**config.mk**
```make
export PLATFORM = sky130hd
export DESIGN_NAME = sha1_message_digest
export DESIGN_NICKNAME = d
export VERILOG_FILES = /design/src/rtl/sha1md_pkg.sv /design/src/rtl/sha1md_datapath.sv /design/src/rtl/sha1md_ctrl.sv /design/src/rtl/sha1_message_digest.sv
export SDC_FILE = /design/constraint.sdc
export NUM_CORES = 2
export LEC_CHECK = 0
export CAP_MARGIN = 10
export CORE_ASPECT_RATIO = 0.6
export CORE_UTILIZATION = 40
export CTS_BUF_LIST = sky130_fd_sc_hd__clkbuf_4 sky130_fd_sc_hd__clkbuf_8
export DETAILED_ROUTE_END_ITERATION = 7
export DONT_BUFFER_PORTS = 1
export PLACE_DENSITY = 0.65
export SETUP_SLACK_MARGIN = 0.4
export SYNTH_ARGS = -nofsm -noshare
export SYNTH_HDL_FRONTEND = slang
export SYNTH_HIERARCHICAL = 1
export SYNTH_SLANG_ARGS = --single-unit
```
**constraint.sdc**
```tcl
create_clock -name i_clk -period 10.3 [get_ports i_clk]
set_clock_uncertainty 0.05 [all_clocks]
set_input_delay 1.545 -clock i_clk [delete_from_list [all_inputs] [get_ports i_clk]]
set_output_delay 1.545 -clock i_clk [all_outputs]
set_load 0.01 [all_outputs]
```
**src/rtl/sha1md_pkg.sv**
```systemverilog
// ----------------------------------------------------------------------------
// sha1md_pkg
// Shared types, constants and command/status structs for the SHA-1 digest.
// ----------------------------------------------------------------------------
package sha1md_pkg;

    localparam int COUNT_W  = 61;
    localparam int ROUNDS   = 80;
    localparam int BLK_BYTES = 64;
    localparam int LEN_POS  = 56;
    localparam int DIGEST_WORDS = 5;

    typedef logic [31:0] t_word;

    localparam t_word INIT_H0 = 32'h67452301;
    localparam t_word INIT_H1 = 32'hEFCDAB89;
    localparam t_word INIT_H2 = 32'h98BADCFE;
    localparam t_word INIT_H3 = 32'h10325476;
    localparam t_word INIT_H4 = 32'hC3D2E1F0;

    localparam t_word K_CH  = 32'h5A827999;
    localparam t_word K_PAR = 32'h6ED9EBA1;
    localparam t_word K_MAJ = 32'h8F1BBCDC;
    localparam t_word K_PAR2 = 32'hCA62C1D6;

    localparam logic [7:0] PAD_BYTE = 8'h80;

    // request codes
    localparam logic REQ_DATA   = 1'b0;
    localparam logic REQ_FINISH = 1'b1;

    // byte source for the block shift register
    typedef logic [1:0] t_bsel;
    localparam t_bsel BSEL_DATA = 2'd0;
    localparam t_bsel BSEL_PAD  = 2'd1;
    localparam t_bsel BSEL_ZERO = 2'd2;
    localparam t_bsel BSEL_LEN  = 2'd3;

    // round function group
    typedef logic [1:0] t_phase;
    localparam t_phase PH_CH   = 2'd0;
    localparam t_phase PH_PAR  = 2'd1;
    localparam t_phase PH_MAJ  = 2'd2;
    localparam t_phase PH_PAR2 = 2'd3;

    typedef struct packed {
        logic    shift;
        t_bsel   bsel;
        logic    count_inc;
        logic    count_clr;
        logic    round_init;
        logic    round_en;
        t_phase  phase;
        logic    chain_add;
        logic    chain_init;
        logic    out_load;
        logic [2:0] out_idx;
    } t_cmd;

    typedef struct packed {
        logic [5:0] pos;
        logic       out_free;
    } t_stat;

    function automatic t_word rotl(input t_word x, input int unsigned n);
        rotl = (x << n) | (x >> (32 - n));
    endfunction

endpackage

```
**src/rtl/sha1md_datapath.sv**
```systemverilog
// ----------------------------------------------------------------------------
// sha1md_datapath
// Block/schedule shift register, round unit, chaining words, byte counter
// and the output register.
// ----------------------------------------------------------------------------
module sha1md_datapath (
    input  logic               i_clk,
    input  logic               i_rst_n,
    input  sha1md_pkg::t_cmd   i_cmd,
    input  logic [7:0]         i_data_byte,
    input  logic               i_out_stall,
    output sha1md_pkg::t_stat  o_stat,
    output logic               o_out_valid,
    output logic [31:0]        o_digest_word,
    output logic [2:0]         o_word_index,
    output logic               o_last_word
);
    import sha1md_pkg::*;

    logic [COUNT_W-1:0] r_count;
    logic [5:0]         r_pos;
    logic [511:0]       r_sched;
    t_word              r_a, r_b, r_c, r_d, r_e;
    t_word              r_chain [DIGEST_WORDS];
    logic               r_out_valid;
    t_word              r_out_word;
    logic [2:0]         r_out_idx;
    logic               r_out_last;

    logic [7:0]         byte_in;
    logic [7:0][7:0]    len_bytes;
    t_word              w0, w2, w8, w13, w_new;
    t_word              f, k, tmp;
    logic               out_free;

    // message length in bits, big-endian bytes
    assign len_bytes = {r_count, 3'b000};

    always_comb begin
        unique case (i_cmd.bsel)
            BSEL_DATA: byte_in = i_data_byte;
            BSEL_PAD:  byte_in = PAD_BYTE;
            BSEL_ZERO: byte_in = 8'h00;
            BSEL_LEN:  byte_in = len_bytes[3'd7 - r_pos[2:0]];
            default:   byte_in = 8'h00;
        endcase
    end

    // window holds W[t..t+15], oldest word in the top bits
    assign w0    = r_sched[511:480];
    assign w2    = r_sched[447:416];
    assign w8    = r_sched[255:224];
    assign w13   = r_sched[95:64];
    assign w_new = rotl(w13 ^ w8 ^ w2 ^ w0, 1);

    always_comb begin
        unique case (i_cmd.phase)
            PH_CH: begin
                f = r_d ^ (r_b & (r_c ^ r_d));
                k = K_CH;
            end
            PH_PAR: begin
                f = r_b ^ r_c ^ r_d;
                k = K_PAR;
            end
            PH_MAJ: begin
                f = (r_b & r_c) | (r_d & (r_b | r_c));
                k = K_MAJ;
            end
            PH_PAR2: begin
                f = r_b ^ r_c ^ r_d;
                k = K_PAR2;
            end
            default: begin
                f = r_b ^ r_c ^ r_d;
                k = K_PAR2;
            end
        endcase
    end

    assign tmp = rotl(r_a, 5) + f + r_e + k + w0;

    assign out_free = !r_out_valid || !i_out_stall;

    always_ff @(posedge i_clk) begin
        if (!i_rst_n) begin
            r_count <= '0;
            r_pos   <= '0;
        end else begin
            if (i_cmd.count_clr) begin
                r_count <= '0;
                r_pos   <= '0;
            end else begin
                if (i_cmd.count_inc) r_count <= r_count + 1'b1;
                if (i_cmd.shift)     r_pos   <= r_pos + 1'b1;
            end
        end
    end

    always_ff @(posedge i_clk) begin
        if (i_cmd.shift) begin
            r_sched <= {r_sched[503:0], byte_in};
        end else if (i_cmd.round_en) begin
            r_sched <= {r_sched[479:0], w_new};
        end
    end

    always_ff @(posedge i_clk) begin
        if (i_cmd.round_init) begin
            r_a <= r_chain[0];
            r_b <= r_chain[1];
            r_c <= r_chain[2];
            r_d <= r_chain[3];
            r_e <= r_chain[4];
        end else if (i_cmd.round_en) begin
            r_a <= tmp;
            r_b <= r_a;
            r_c <= rotl(r_b, 30);
            r_d <= r_c;
            r_e <= r_d;
        end
    end

    always_ff @(posedge i_clk) begin
        if (!i_rst_n || i_cmd.chain_init) begin
            r_chain[0] <= INIT_H0;
            r_chain[1] <= INIT_H1;
            r_chain[2] <= INIT_H2;
            r_chain[3] <= INIT_H3;
            r_chain[4] <= INIT_H4;
        end else if (i_cmd.chain_add) begin
            r_chain[0] <= r_chain[0] + r_a;
            r_chain[1] <= r_chain[1] + r_b;
            r_chain[2] <= r_chain[2] + r_c;
            r_chain[3] <= r_chain[3] + r_d;
            r_chain[4] <= r_chain[4] + r_e;
        end
    end

    always_ff @(posedge i_clk) begin
        if (!i_rst_n) begin
            r_out_valid <= 1'b0;
        end else if (i_cmd.out_load) begin
            r_out_valid <= 1'b1;
        end else if (!i_out_stall) begin
            r_out_valid <= 1'b0;
        end
    end

    always_ff @(posedge i_clk) begin
        if (i_cmd.out_load) begin
            r_out_word <= r_chain[i_cmd.out_idx];
            r_out_idx  <= i_cmd.out_idx;
            r_out_last <= (i_cmd.out_idx == 3'(DIGEST_WORDS - 1));
        end
    end

    assign o_stat.pos      = r_pos;
    assign o_stat.out_free = out_free;
    assign o_out_valid     = r_out_valid;
    assign o_digest_word   = r_out_word;
    assign o_word_index    = r_out_idx;
    assign o_last_word     = r_out_last;

endmodule

```
**src/rtl/sha1md_ctrl.sv**
```systemverilog
// ----------------------------------------------------------------------------
// sha1md_ctrl
// Sequencer: byte intake, padding, 80-round compression, digest readout.
// ----------------------------------------------------------------------------
module sha1md_ctrl (
    input  logic               i_clk,
    input  logic               i_rst_n,
    input  logic               i_in_valid,
    input  logic               i_req_type,
    input  sha1md_pkg::t_stat  i_stat,
    output logic               o_in_stall,
    output sha1md_pkg::t_cmd   o_cmd
);
    import sha1md_pkg::*;

    localparam logic [2:0] S_IDLE  = 3'd0;
    localparam logic [2:0] S_PAD   = 3'd1;
    localparam logic [2:0] S_ROUND = 3'd2;
    localparam logic [2:0] S_ADD   = 3'd3;
    localparam logic [2:0] S_OUT   = 3'd4;

    localparam logic [5:0] POS_LAST = 6'(BLK_BYTES - 1);
    localparam logic [5:0] POS_LEN  = 6'(LEN_POS);

    logic [2:0] r_state, n_state;
    logic [6:0] r_round, n_round;
    logic [2:0] r_idx,   n_idx;
    logic       r_first, n_first;
    logic       r_spill, n_spill;
    logic       r_last,  n_last;
    logic       r_fin,   n_fin;

    always_comb begin
        o_cmd   = '0;
        n_state = r_state;
        n_round = r_round;
        n_idx   = r_idx;
        n_first = r_first;
        n_spill = r_spill;
        n_last  = r_last;
        n_fin   = r_fin;

        unique case (r_state)
            S_IDLE: begin
                if (i_in_valid) begin
                    if (i_req_type == REQ_FINISH) begin
                        n_fin   = 1'b1;
                        n_first = 1'b1;
                        n_spill = 1'b0;
                        n_state = S_PAD;
                    end else begin
                        o_cmd.shift     = 1'b1;
                        o_cmd.bsel      = BSEL_DATA;
                        o_cmd.count_inc = 1'b1;
                        if (i_stat.pos == POS_LAST) begin
                            o_cmd.round_init = 1'b1;
                            n_round = '0;
                            n_last  = 1'b0;
                            n_state = S_ROUND;
                        end
                    end
                end
            end
            S_PAD: begin
                o_cmd.shift = 1'b1;
                if (r_first) begin
                    o_cmd.bsel = BSEL_PAD;
                    n_first = 1'b0;
                    // pad byte lands where the length should go: extra block
                    n_spill = (i_stat.pos >= POS_LEN);
                end else if (r_spill || (i_stat.pos < POS_LEN)) begin
                    o_cmd.bsel = BSEL_ZERO;
                end else begin
                    o_cmd.bsel = BSEL_LEN;
                end
                if (i_stat.pos == POS_LAST) begin
                    o_cmd.round_init = 1'b1;
                    n_round = '0;
                    n_last  = !(r_first || r_spill);
                    n_spill = 1'b0;
                    n_state = S_ROUND;
                end
            end
            S_ROUND: begin
                o_cmd.round_en = 1'b1;
                if (r_round < 7'd20) begin
                    o_cmd.phase = PH_CH;
                end else if (r_round < 7'd40) begin
                    o_cmd.phase = PH_PAR;
                end else if (r_round < 7'd60) begin
                    o_cmd.phase = PH_MAJ;
                end else begin
                    o_cmd.phase = PH_PAR2;
                end
                n_round = r_round + 1'b1;
                if (r_round == 7'(ROUNDS - 1)) begin
                    n_state = S_ADD;
                end
            end
            S_ADD: begin
                o_cmd.chain_add = 1'b1;
                if (r_last) begin
                    n_idx   = '0;
                    n_fin   = 1'b0;
                    n_state = S_OUT;
                end else if (r_fin) begin
                    n_state = S_PAD;
                end else begin
                    n_state = S_IDLE;
                end
            end
            S_OUT: begin
                if (i_stat.out_free) begin
                    o_cmd.out_load = 1'b1;
                    o_cmd.out_idx  = r_idx;
                    if (r_idx == 3'(DIGEST_WORDS - 1)) begin
                        o_cmd.chain_init = 1'b1;
                        o_cmd.count_clr  = 1'b1;
                        n_state = S_IDLE;
                    end else begin
                        n_idx = r_idx + 1'b1;
                    end
                end
            end
            default: begin
                n_state = S_IDLE;
            end
        endcase
    end

    always_ff @(posedge i_clk) begin
        if (!i_rst_n) begin
            r_state <= S_IDLE;
            r_round <= '0;
            r_idx   <= '0;
            r_first <= 1'b0;
            r_spill <= 1'b0;
            r_last  <= 1'b0;
            r_fin   <= 1'b0;
        end else begin
            r_state <= n_state;
            r_round <= n_round;
            r_idx   <= n_idx;
            r_first <= n_first;
            r_spill <= n_spill;
            r_last  <= n_last;
            r_fin   <= n_fin;
        end
    end

    assign o_in_stall = (r_state != S_IDLE);

endmodule

```
**src/rtl/sha1_message_digest.sv**
```systemverilog
// ----------------------------------------------------------------------------
// sha1_message_digest
// SHA-1 hash over a byte stream; five-word digest out per finished message.
// ----------------------------------------------------------------------------
// Usage:
//  - Input channel (i_in_valid / o_in_stall): each transfer carries either a
//    message byte (i_req_type = 0) or a finish request (i_req_type = 1).
//  - Output channel (o_out_valid / i_out_stall): a finish yields five
//    transfers, digest words 0..4 most significant first; o_last_word marks
//    word 4.
//  - Throughput: one byte per cycle while the input is not stalled; every 64th
//    byte stalls the input for the 80 rounds on the single round unit and
//    then the chaining add.
//  - Finish: one pad/length byte per cycle up to the block end, the 80 rounds
//    and the chaining add, the same for a second block when the tail spills,
//    then the five words, one per cycle while the receiver does not stall.
//  - Reset (synchronous, active low) loads the initial chaining words and
//    clears the byte count; no result is pending afterwards.
//  - A stalling receiver holds the current word in the output register; the
//    sequencer waits, and the input stays stalled until word 4 is loaded.
// ----------------------------------------------------------------------------
module sha1_message_digest (
    input  logic        i_clk,
    input  logic        i_rst_n,
    input  logic        i_in_valid,
    output logic        o_in_stall,
    input  logic        i_req_type,
    input  logic [7:0]  i_data_byte,
    output logic        o_out_valid,
    input  logic        i_out_stall,
    output logic [31:0] o_digest_word,
    output logic [2:0]  o_word_index,
    output logic        o_last_word
);
    import sha1md_pkg::*;

    // command and status between sequencer and datapath
    t_cmd  cmd;
    t_stat stat;

    sha1md_ctrl u_ctrl (
        .i_clk      (i_clk),
        .i_rst_n    (i_rst_n),
        .i_in_valid (i_in_valid),
        .i_req_type (i_req_type),
        .i_stat     (stat),
        .o_in_stall (o_in_stall),
        .o_cmd      (cmd)
    );

    sha1md_datapath u_datapath (
        .i_clk         (i_clk),
        .i_rst_n       (i_rst_n),
        .i_cmd         (cmd),
        .i_data_byte   (i_data_byte),
        .i_out_stall   (i_out_stall),
        .o_stat        (stat),
        .o_out_valid   (o_out_valid),
        .o_digest_word (o_digest_word),
        .o_word_index  (o_word_index),
        .o_last_word   (o_last_word)
    );

endmodule

```
==> qor.yml <==
grt_setup_unrepaired: "no"
maxSlewViolCount: 0
synth_area_mm2: 0.05480
worstSetupStartpointType: "flop"
async_flop_share_pct: 0
cts_setup_buffers: 0
status: "finished, final reports clean"
syn_to_final_growth_pct: 8.332
path_class: "flop to flop"
utilization_pct: 43.99
syn_nets: 4956
first_pass_iters: 5
ys_seq_area_share_pct: 50.67
wl_per_cell_um: 21.50
worstMarginPinSlew_ps: 1335
ys_ff_latch: 953
io_pins: 51
fmax_mhz: 122.6
start_util_pct: 40.61
grt_overflow_total: 0
synth_common_cells: "edfxtp_1 (868), mux2_2 (551), nand2_1 (378)"
ir_drop_v: 0.0001004
cp_max_fo: 95
final_nets: 4960
hpwl_um: 98210
tritoncts: "done"
yosys_warnings: 6
p_leak_nw: 21.27
synthFlopType: "edfxtp_1"
fp.coreArea_mm2: 0.1349
grt_pass1_vias: 33670
cts-resized-gates: 0
path_cells: "or3b_1 -> nor2_1 -> ha_1 -> or2_4 -> o21ai_0 -> o21ai_0 -> o21ai_0 -> fa_1 -> inv_1 -> fa_1 -> inv_1 -> ha_1 -> and3_1 -> and2_1 -> a221oi_1 -> nor2_1 -> nor4_2 -> o21ai_1 -> a2111o_1 -> a31oi_1 -> xor2_1 -> o21ai_1"
synth_area_leaders: "edfxtp_1 (48%), mux2_2 (11%), ha_1 (6.1%)"
grt_max_degree: 203
syn_avg_cell_area_um2: 11.95
min_path_type: "flop to flop"
vias: 36190
synth_cell_type_count: 94
total_power_mw: 9.049
totalWireLength_um: 139600
min_period_ps: 8158
die-area_mm2: 0.1385
relSlewSlack_pct: 9.837
row_count: 104
synth_edf_count: 868
ctsHtreeMaxLevel: 4
endpoint_kind: "flop"
power_density_mw_per_mm2: 152.4
drt_iter0_drc: 4289
num-fill-cells: 12320
clock-sinks: 953
maxCapViolations: 0
antenna_found_initial: 3
cts_root_buffer: "clkbuf_8"
dieHeight_um: 288.7
worstPathArrival_ps: 8690
ant_nets: 0
clockBufferDepth: 3
synthMostInstantiatedCell: "edfxtp_1"
post-route-drc-count: 0
synth_top_cell_by_area: "edfxtp_1"
stdcell_count: 6492
grt_usage_pct: 19.83
port_buffers: 0
place_inst: 6245
min_period_over_period_pct: 79.20
crit_path_max_incr_delay_ps: 840
hold_viol_final: 0
finalSetupViolations: 0
via_per_inst: 5.575
critPathSlowestCell: "or2_4"
crit_required_ps: 10830
drive_above_1_share_pct: 18.84
setup_tns_ps: 0
cts_hold_buf: 0
critPathMostFrequentCell: "o21ai_0"
synthCells: 4585
die_w_um: 479.8
clock_latency_ps: 860
numCtsBuffers: 143
clkTransAtPathRegs_ps: 70
grt_pass1_wl_um: 209200
gp_congestion: 0.9583
synth_top_area_share_pct: 47.57
worst max-delay path, delay by kind of cell (launching register included):
| kind | cells | cell delay, ps |
|---|---|---|
| DFF | 1 | 560 |
| buffers and inverters | 2 | 100 |
| AOI/OAI and AO/OA | 8 | 2110 |
| and+or+nand+nor | 7 | 2950 |
| xor gates and xnor gates | 1 | 160 |
| adders and majority gates | 4 | 1850 |
path summary, 6_finish.rpt:
path / startpoint / endpoint / slack, ps / cells after the start
worst max-delay path: u_ctrl/r_state[1]$_SDFFE_PN0P_ / u_datapath/r_a[30]$_DFFE_PP_ / 2140 / 22
worst min-delay path: u_ctrl/r_spill$_SDFFE_PN0P_ / u_ctrl/r_spill$_SDFFE_PN0P_ / 430 / 2
worst max register to register: u_ctrl/r_state[1]$_SDFFE_PN0P_ / u_datapath/r_a[30]$_DFFE_PP_ / 2140 / 22
worst min register to register: u_ctrl/r_spill$_SDFFE_PN0P_ / u_ctrl/r_spill$_SDFFE_PN0P_ / 430 / 2
cells by family (layout without fill, tap and decap cells):
kind of cell / after synthesis / in the layout / synth area share (%)
muxes: 608 / 608 / 13.40
other: 0 / 3 / 0
DFF: 953 / 953 / 50.67
and+or+nand+nor: 998 / 998 / 8.529
xor gates and xnor gates: 317 / 317 / 5.067
adders and majority gates: 358 / 358 / 9.449
buffers and inverters: 511 / 613 / 3.601
AOI/OAI and AO/OA: 840 / 840 / 9.282
sequential cells by signal, summed over array words and instances (netlist names), 32 cells and up:
register / cells
u_datapath/o_digest_word: 32
u_datapath/r_a: 32
u_datapath/r_b: 32
u_datapath/r_c: 32
u_datapath/r_chain: 160
u_datapath/r_count: 61
u_datapath/r_d: 32
u_datapath/r_e: 32
u_datapath/r_sched: 512
metrics by stage:
step | setup WS [ps] | hold WS, ps | cell area (um2)
floorplan | 678.6 | 388.6 | 54800
global placement | 2551 | 404.5 | 56690
CTS | 2323 | 430.0 | 59350
global route | 1738 | 454.2 | 59350
finish | 2142 | 426.1 | 59360
detailed placement | 2372 | 418.6 | 56690
layout by cell type, fill, tap and decap left out, drive strengths merged, types with 8 or more instances in the layout:
cell     count
ha         265
or3         24
mux2       551
edfxtp     868
nand2b      31
mux4        45
nor2b       44
a21o        92
xnor2      181
or2          8
o21ai      340
buf         26
dfxtp       85
nor2       248
a2111oi      8
a21boi      11
nor3b        8
nand3       57
a211oi      60
a21oi      178
o21a        29
and3        26
and2        30
a31oi       35
and4         8
o21bai      10
nand2      379
nand4       29
clkinv      38
fa          93
xor2       136
o211ai      13
nor3        76
clkbuf     195
inv        348
mux2i       12
layer usage:
layer	part of all wire [%]	track usage (%)	up-vias
li1	-	-	16680
met1	52	32.90	17870
met2	36	23.76	1456
met3	11	5.780	183
met4	1.7	5.040	4
met5	0.11	0.6684	-
area by class of cell:
cell class / instances / area [um2] / area share [%]
tap: 1802 / 2255 / 3.798
clock inverter: 48 / 277.8 / 0.4679
timing repair buffer: 26 / 267.8 / 0.4511
clock buffer: 195 / 2384 / 4.015
inverter: 344 / 1304 / 2.196
multi-input combinational: 3121 / 25100 / 42.28
antenna: 3 / 7.507 / 0.01265
sequential: 953 / 27770 / 46.78
power by group:
group / switching (mW) / leakage [nW] / internal (mW)
sequential: 0.175 / 8.73 / 4.58
combinational: 0.642 / 11.1 / 0.567
clock: 1.56 / 1.41 / 1.52
(Power assumes the default switching activity.)
